`src/design/stq_pkg.sv`:
```
package stq_pkg;

  localparam int DefTableDepth = 32;
  localparam int MaxFired      = 32;
  localparam int TagW          = 16;
  localparam int DeltaW        = 31;
  localparam int TimeW         = 48;
  localparam int ExpW          = 49;
  localparam int EntryW        = TagW + ExpW;

  typedef enum logic [1:0] {
    OP_ADD = 2'd0,
    OP_DEL = 2'd1,
    OP_RUN = 2'd2,
    OP_NOP = 2'd3
  } opcode_t;

  typedef enum logic [1:0] {
    RK_FIRED = 2'd0,
    RK_ADD   = 2'd1,
    RK_DEL   = 2'd2,
    RK_SUM   = 2'd3
  } result_kind_t;

endpackage

```
`src/design/stq_ram.sv`:
```
module stq_ram #(
  parameter int Width = 8,
  parameter int Depth = 4
) (
  input  logic                     clk,
  input  logic                     we,
  input  logic [$clog2(Depth)-1:0] waddr,
  input  logic [Width-1:0]         wdata,
  input  logic [$clog2(Depth)-1:0] raddr,
  output logic [Width-1:0]         rdata
);

  logic [Width-1:0] mem [Depth];

  // One write port, one registered read port.
  always_ff @(posedge clk) begin
    if (we) begin
      mem[waddr] <= wdata;
    end
    rdata <= mem[raddr];
  end

endmodule

```
`src/design/sorted_timer_queue_unit.sv`:
```
// Sorted timer queue: pending timers live in one RAM, kept in expiry order.
// Add and delete walk the table one entry at a time (read, then shift
// write). Run reads the head and removes each fired timer; each removal
// shifts the remaining entries down; one item is in work at a time.
// Synchronous active-low reset empties the table and clears the latched time;
// the RAM contents are not cleared.
module sorted_timer_queue_unit
  import stq_pkg::*;
#(
  parameter int TABLE_DEPTH = DefTableDepth
) (
  input  logic                clk,
  input  logic                rst_n,
  input  logic                in_valid,
  output logic                in_ready,
  input  logic [1:0]          in_opcode,
  input  logic [TagW-1:0]     in_timer_tag,
  input  logic [DeltaW-1:0]   in_delay_ms,
  input  logic [TimeW-1:0]    in_now_ms,
  output logic                out_valid,
  input  logic                out_ready,
  output logic [1:0]          out_result_kind,
  output logic [TagW-1:0]     out_fired_tag,
  output logic                out_success,
  output logic [DeltaW-1:0]   out_next_delta_ms,
  output logic                out_last
);

  localparam int AW = $clog2(TABLE_DEPTH);
  localparam int CW = $clog2(TABLE_DEPTH + 1);
  localparam int FW = $clog2(MaxFired + 1);
  localparam logic [CW-1:0] Full = CW'(TABLE_DEPTH);
  localparam logic [FW-1:0] FireLim = FW'(MaxFired);
  localparam logic [ExpW-1:0] DeltaMax = ExpW'({DeltaW{1'b1}});

  typedef enum logic [7:0] {
    S_IDLE  = 8'b00000001,
    S_ARD   = 8'b00000010,  // add: read entry idx-1, wait
    S_ACHK  = 8'b00000100,  // add: compare / shift up
    S_DRD   = 8'b00001000,  // delete: search
    S_DCHK  = 8'b00010000,
    S_RRD   = 8'b00100000,  // run: read head
    S_RCHK  = 8'b01000000,
    S_SHIFT = 8'b10000000   // remove: shift down from idx
  } state_t;

  state_t            state_r, state_nxt;
  logic [CW-1:0]     count_r, count_nxt;
  logic [TimeW-1:0]  ltime_r, ltime_nxt;
  logic [CW-1:0]     idx_r, idx_nxt;
  logic [FW-1:0]     nfired_r, nfired_nxt;
  logic              sh_rd_r, sh_rd_nxt;   // shift: read issued, data next
  logic              from_run_r, from_run_nxt;
  logic [TagW-1:0]   tag_r, tag_nxt;
  logic [ExpW-1:0]   exp_r, exp_nxt;

  logic              ov_r, ov_nxt;
  logic [1:0]        okind_r, okind_nxt;
  logic [TagW-1:0]   otag_r, otag_nxt;
  logic              osucc_r, osucc_nxt;
  logic [DeltaW-1:0] odelta_r, odelta_nxt;
  logic              olast_r, olast_nxt;

  logic              we;
  logic [AW-1:0]     waddr, raddr;
  logic [EntryW-1:0] wdata, rdata;
  logic [TagW-1:0]   rd_tag;
  logic [ExpW-1:0]   rd_exp, diff;

  assign rd_tag = rdata[EntryW-1 -: TagW];
  assign rd_exp = rdata[ExpW-1:0];
  assign diff   = rd_exp - {1'b0, ltime_r};

  stq_ram #(.Width(EntryW), .Depth(TABLE_DEPTH)) u_ram (
    .clk  (clk),
    .we   (we),
    .waddr(waddr),
    .wdata(wdata),
    .raddr(raddr),
    .rdata(rdata)
  );

  assign in_ready          = (state_r == S_IDLE) && !ov_r;
  assign out_valid         = ov_r;
  assign out_result_kind   = okind_r;
  assign out_fired_tag     = otag_r;
  assign out_success       = osucc_r;
  assign out_next_delta_ms = odelta_r;
  assign out_last          = olast_r;

  // Sequencer: every result waits in the output register until taken.
  always_comb begin
    state_nxt    = state_r;
    count_nxt    = count_r;
    ltime_nxt    = ltime_r;
    idx_nxt      = idx_r;
    nfired_nxt   = nfired_r;
    sh_rd_nxt    = sh_rd_r;
    from_run_nxt = from_run_r;
    tag_nxt      = tag_r;
    exp_nxt      = exp_r;
    ov_nxt       = ov_r && !out_ready;
    okind_nxt    = okind_r;
    otag_nxt     = otag_r;
    osucc_nxt    = osucc_r;
    odelta_nxt   = odelta_r;
    olast_nxt    = olast_r;
    we           = 1'b0;
    waddr        = idx_r[AW-1:0];
    wdata        = {tag_r, exp_r};
    raddr        = idx_r[AW-1:0];

    case (state_r)
      S_IDLE: begin
        if (in_valid && in_ready) begin
          tag_nxt = in_timer_tag;
          exp_nxt = {1'b0, ltime_r} + ExpW'(in_delay_ms);
          case (opcode_t'(in_opcode))
            OP_ADD: begin
              if (count_r == Full) begin
                ov_nxt = 1'b1; okind_nxt = RK_ADD; otag_nxt = '0;
                osucc_nxt = 1'b0; odelta_nxt = '0; olast_nxt = 1'b1;
              end else begin
                // Walk from the tail, shifting later entries up.
                idx_nxt = count_r;
                state_nxt = S_ARD;
              end
            end
            OP_DEL: begin
              idx_nxt = '0;
              state_nxt = S_DRD;
            end
            OP_RUN: begin
              ltime_nxt = in_now_ms;
              nfired_nxt = '0;
              state_nxt = S_RRD;
            end
            default: ;
          endcase
        end
      end

      S_ARD: begin
        if (idx_r == '0) begin
          we = 1'b1; waddr = '0;
          count_nxt = count_r + 1'b1;
          ov_nxt = 1'b1; okind_nxt = RK_ADD; otag_nxt = '0;
          osucc_nxt = 1'b1; odelta_nxt = '0; olast_nxt = 1'b1;
          state_nxt = S_IDLE;
        end else begin
          raddr = AW'(idx_r - 1'b1);
          state_nxt = S_ACHK;
        end
      end

      S_ACHK: begin
        if (rd_exp > exp_r) begin
          we = 1'b1; wdata = rdata;
          idx_nxt = idx_r - 1'b1;
          state_nxt = S_ARD;
        end else begin
          we = 1'b1;
          count_nxt = count_r + 1'b1;
          ov_nxt = 1'b1; okind_nxt = RK_ADD; otag_nxt = '0;
          osucc_nxt = 1'b1; odelta_nxt = '0; olast_nxt = 1'b1;
          state_nxt = S_IDLE;
        end
      end

      S_DRD: begin
        if (idx_r >= count_r) begin
          ov_nxt = 1'b1; okind_nxt = RK_DEL; otag_nxt = '0;
          osucc_nxt = 1'b1; odelta_nxt = '0; olast_nxt = 1'b1;
          state_nxt = S_IDLE;
        end else begin
          state_nxt = S_DCHK;
        end
      end

      S_DCHK: begin
        if (rd_tag == tag_r) begin
          from_run_nxt = 1'b0;
          sh_rd_nxt = 1'b0;
          state_nxt = S_SHIFT;
        end else begin
          idx_nxt = idx_r + 1'b1;
          raddr = AW'(idx_r + 1'b1);
          state_nxt = S_DRD;
        end
      end

      S_RRD: begin
        raddr = '0;
        if (!ov_r || out_ready) begin
          if (count_r == '0) begin
            ov_nxt = 1'b1; okind_nxt = RK_SUM; otag_nxt = '0;
            osucc_nxt = 1'b1; odelta_nxt = '0; olast_nxt = 1'b1;
            state_nxt = S_IDLE;
          end else begin
            state_nxt = S_RCHK;
          end
        end
      end

      S_RCHK: begin
        if (rd_exp <= {1'b0, ltime_r} && nfired_r != FireLim) begin
          ov_nxt = 1'b1; okind_nxt = RK_FIRED; otag_nxt = rd_tag;
          osucc_nxt = 1'b1; odelta_nxt = '0; olast_nxt = 1'b0;
          nfired_nxt = nfired_r + 1'b1;
          idx_nxt = '0;
          from_run_nxt = 1'b1;
          sh_rd_nxt = 1'b0;
          state_nxt = S_SHIFT;
        end else begin
          ov_nxt = 1'b1; okind_nxt = RK_SUM; otag_nxt = '0;
          osucc_nxt = 1'b1; olast_nxt = 1'b1;
          if (rd_exp <= {1'b0, ltime_r}) odelta_nxt = '0;
          else if (diff > DeltaMax) odelta_nxt = DeltaMax[DeltaW-1:0];
          else odelta_nxt = diff[DeltaW-1:0];
          state_nxt = S_IDLE;
        end
      end

      S_SHIFT: begin
        // Move entry idx+1 down into idx until the tail is reached.
        if (idx_r + 1'b1 >= count_r) begin
          count_nxt = count_r - 1'b1;
          idx_nxt = '0;
          state_nxt = from_run_r ? S_RRD : S_IDLE;
          if (!from_run_r) begin
            ov_nxt = 1'b1; okind_nxt = RK_DEL; otag_nxt = '0;
            osucc_nxt = 1'b1; odelta_nxt = '0; olast_nxt = 1'b1;
          end
        end else if (!sh_rd_r) begin
          raddr = AW'(idx_r + 1'b1);
          sh_rd_nxt = 1'b1;
        end else begin
          we = 1'b1; wdata = rdata;
          idx_nxt = idx_r + 1'b1;
          sh_rd_nxt = 1'b0;
        end
      end

      default: state_nxt = S_IDLE;
    endcase
  end

  // Control state is cleared by reset; payload registers are not.
  always_ff @(posedge clk) begin
    if (!rst_n) begin
      state_r <= S_IDLE;
      count_r <= '0;
      ltime_r <= '0;
      ov_r    <= 1'b0;
    end else begin
      state_r <= state_nxt;
      count_r <= count_nxt;
      ltime_r <= ltime_nxt;
      ov_r    <= ov_nxt;
    end
    idx_r      <= idx_nxt;
    nfired_r   <= nfired_nxt;
    sh_rd_r    <= sh_rd_nxt;
    from_run_r <= from_run_nxt;
    tag_r      <= tag_nxt;
    exp_r      <= exp_nxt;
    okind_r    <= okind_nxt;
    otag_r     <= otag_nxt;
    osucc_r    <= osucc_nxt;
    odelta_r   <= odelta_nxt;
    olast_r    <= olast_nxt;
  end

endmodule

```
`config.mk`:
```
export PLATFORM = sky130hd
export DESIGN_NAME = sorted_timer_queue_unit
export DESIGN_NICKNAME = d
export VERILOG_FILES = /design/src/design/stq_pkg.sv /design/src/design/stq_ram.sv /design/src/design/sorted_timer_queue_unit.sv
export SDC_FILE = /design/constraint.sdc
export NUM_CORES = 2
export LEC_CHECK = 0
export BUFFER_PORTS_ARGS = -buffer_cell sky130_fd_sc_hd__buf_2
export CORE_UTILIZATION = 35
export DETAILED_ROUTE_END_ITERATION = 10
export MAX_ROUTING_LAYER = met4
export PLACE_DENSITY = 0.46
export SETUP_SLACK_MARGIN = 0.3
export SLEW_MARGIN = 40
export SYNTH_ARGS = -nofsm -noshare
export SYNTH_HDL_FRONTEND = slang
export SYNTH_SLANG_ARGS = --single-unit
```
`constraint.sdc`:
```
create_clock -name clk -period 31.3 [get_ports clk]
set_clock_uncertainty 0.05 [all_clocks]
set_input_delay 1.565 -clock clk [delete_from_list [all_inputs] [get_ports clk]]
set_output_delay 1.565 -clock clk [all_outputs]
set_load 0.02 [all_outputs]
```
==> out/metrics.csv <==
stage,metric,value,unit
clocking,CTS root buffer,clkbuf_16,
timing,final worst path period share,0.2257,
clocking,CTS resizes,0,
yosys,top-count cell post-synth,edfxtp_1,
power,Lkg Pwr,35.54,nW
timing,RSZ-0062 raised after global routing,no,
global_route,Total GRT Usage,0.2218,
die,Total Die Area,0.2730,mm²
yosys,"Top FF cell, synth",edfxtp_1,
run,max cap viols,0,
global_route,first-pass GRT wire length,413500,µm
timing,slew margin rel.,0.3808,
critical_path,CP Max Fanout,64,
clocking,CTS buffer count,267,
detailed_routing,Vias/cell,5.603,
critical_path,crit-path most repeated cell,buf_4,
power,peak supply drop,0.04105,mV
timing,maximum clock frequency,141.5,MHz
yosys,Syn. warnings,0,
detailed_routing,Wirelength per Cell,32.12,µm
yosys,register area share after synthesis,0.7268,
die,Die Wd,522.5,µm
global_route,largest net degree at the start of global routing,100,
cells_and_area,area growth from synthesis to layout,15.38,%
clocking,clk slew on worst S/H paths,0.06,ns
die,initial cell density of the core,0.3530,
detailed_routing,Iter 0 DRT Violations,4958,
global_route,number of global-route vias before repair,51862,
yosys,synth cell count leaders,"edfxtp_1, mux4_2, nand2_1",
critical_path,worst path bufs/invs,6,
status,status,"complete, no violations",
timing,Fin. Hold Viols,0,
timing,Worst Hold Slack,0.4380,ns
timing,Final Setup Violations,0,
yosys,Post-synth ARST share,0,
timing,Final Slew Violations,0,
detailed_routing,antenna-violating nets left,0,
place,Buffers on Ports,153,
critical_path,"critical path, cell by cell","inv_1, ha_1, ha_1, a21boi_1, o221ai_2, o2bb2ai_2, a31oi_1, o41ai_1, buf_4, nand2_8, buf_6, buf_4, buf_6, buf_4, mux4_2, o22ai_1, or3_1, a31oi_1",
detailed_routing,DR pass1 iterations,6,
detailed_routing,final wirelength,295900,µm
hold_path,HP Class,flop to flop,
clocking,deepest clock path buffer count,4,
clocking,H-tree Lvls,5,
critical_path,CP endpoint kind,flop,
critical_path,WP data required,32.02,ns
yosys,Syn Std Cell Area,0.09483,mm²
clocking,CTS tree,yes,
yosys,Synth Net Count,5371,
yosys,Synth cell types,87,
critical_path,Crit path max-delay family,buffers and inverters,
detailed_routing,Via Count,51628,
place,dpl hpwl,163100,µm
critical_path,maximum single-stage delay on the critical path,0.71,ns
yosys,main area contributors after synthesis,"edfxtp_1, mux4_2, dfxtp_1",
die,DIE HEIGHT,522.5,µm
place,routability cong.,0.8873,
clocking,clock sinks,2338,
critical_path,Crit path arrival time,7.78,ns
yosys,Mapped Cells,5111,
yosys,Post-synth EDFFs,2210,
yosys,register bit total from synthesis,2338,
global_route,initial antenna violation count,12,
die,Top Ports,154,
clocking,cts hold-fix bufs,0,
critical_path,critical path class,flop to flop,
critical_path,CP startpoint kind,flop,
critical_path,slowest cell on the critical path,buf_4,
power,Pwr per Cell Area,79.15,mW/mm²
die,Std-Cell Rows,190,
yosys,Synth top area share,0.6998,
cells_and_area,nets,5712,
yosys,cell taking the most area after synthesis,edfxtp_1,
timing,transition time of the tightest slew-check pin,0.9288,ns
timing,setup TNS,0,ns
die,core area,0.2686,mm²
clocking,"Setup Fix Bufs, Post-CTS",0,
detailed_routing,drc violations,0,
yosys,average size of a mapped cell,18.55,µm²
cells_and_area,# fillers,24014,
global_route,GRT overflow,0,
clocking,worst skew pair latency,0.86,ns
cells_and_area,share of layout cells above drive strength 1,0.2229,
timing,min Tclk post-route,7.065,ns
==> cells by family after synthesis <==
kind of cell | after synthesis | share of synthesized area
buffers and inverters | 375 | 0.02143
AO/OA/AOI/OAI | 766 | 0.05051
adder cells (fa/ha/maj) | 159 | 0.02122
flip-flops | 2338 | 0.7268
XOR/XNOR | 113 | 0.01044
AND/OR/NAND/NOR | 821 | 0.04074
multiplexers | 539 | 0.1289
==> sequential cells by signal, summed over array words and instances (netlist names), 8 cells and up <==
register and cells:
out_fired_tag 16, u_ram.mem 2080, state_r 8, exp_r 49, u_ram.rdata 65, out_next_delta_ms 31
tag_r 16, ltime_r 48
==> tightest hold or removal path: cells and delay by family, from the launching register on <==
| family | cells | cell delay, ns |
|---|---|---|
| flops | 1 | 0.33 |
| compound gates | 1 | 0.05 |
| simple gates | 1 | 0.06 |
==> worst paths after layout <==
path / depth (start not counted) / endpoint / startpoint / slack [ns]
max: 18 / u_ram.rdata[20] / idx_r[0] / 24.23
min: 2 / ltime_r[21] / ltime_r[21] / 0.44
max reg2reg: 18 / u_ram.rdata[20] / idx_r[0] / 24.23
min reg2reg: 2 / ltime_r[21] / ltime_r[21] / 0.44
==> cell type report <==
type	count	area, µm²	share of cell area
Antenna cell	5	12.51	0.0001144
Clock buffer	353	7259	0.06635
Clock inverter	121	924.6	0.008451
Inverter	135	509.2	0.004654
Multi-Input combinational cell	2398	24770	0.2264
Sequential cell	2338	68930	0.6299
Tap cell	3552	4444	0.04062
Timing Repair Buffer	312	2572	0.02351
==> metal layers <==
metal	vias up	share of wire	track usage	routed length (µm)
li1	21612	-	-	-
met1	27925	0.46	0.3149	135500
met2	1747	0.47	0.3420	137900
met3	344	0.062	0.03372	18300
met4	0	0.014	0.03737	4207
met5	-	0	-	0
==> through the flow <==
step	worst slack [ns]	cells	instance area, µm²	power, mW	util
2_1_floorplan	13.07	5111	94830	5.105	-
3_3_place_gp	23.59	8706	100200	5.724	0.3729
3_5_place_dp	24.12	8726	101100	5.747	0.3762
4_1_cts	24.07	9200	109200	8.728	0.4066
5_1_grt	23.82	9211	109400	8.998	0.4073
6_report	24.23	9214	109400	8.660	0.4073
==> power breakdown <==
| part | total [mW] | switching (mW) | internal, mW |
|---|---|---|---|
| registers | 3.85 | 0.133 | 3.71 |
| logic | 1.84 | 1.16 | 0.682 |
| clock network | 2.97 | 1.27 | 1.71 |
==> placed cells by master, fill, tap and decap left out, drive strengths merged, types with 7 or more instances in the layout <==
| master | count |
|---|---|
| or3 | 72 |
| xnor2 | 68 |
| nor2b | 16 |
| a211oi | 10 |
| o22ai | 188 |
| o31ai | 7 |
| bufinv | 8 |
| nor3 | 37 |
| a31oi | 102 |
| mux4 | 518 |
| mux2 | 16 |
| clkbuf | 353 |
| a21oi | 173 |
| xor2 | 45 |
| dfxtp | 128 |
| buf | 312 |
| a21o | 54 |
| o21ai | 120 |
| inv | 148 |
| ha | 156 |
| and2 | 23 |
| nor4 | 17 |
| clkinvlp | 8 |
| or2 | 7 |
| clkinv | 92 |
| nand4 | 36 |
| o21a | 16 |
| nand2 | 377 |
| a22oi | 13 |
| a2111oi | 10 |
| nand3 | 43 |
| nor2 | 128 |
| edfxtp | 2210 |
| and3 | 14 |
| nand2b | 18 |
| nor3b | 8 |
| o21bai | 12 |
Power figures use the tool's default switching activity.
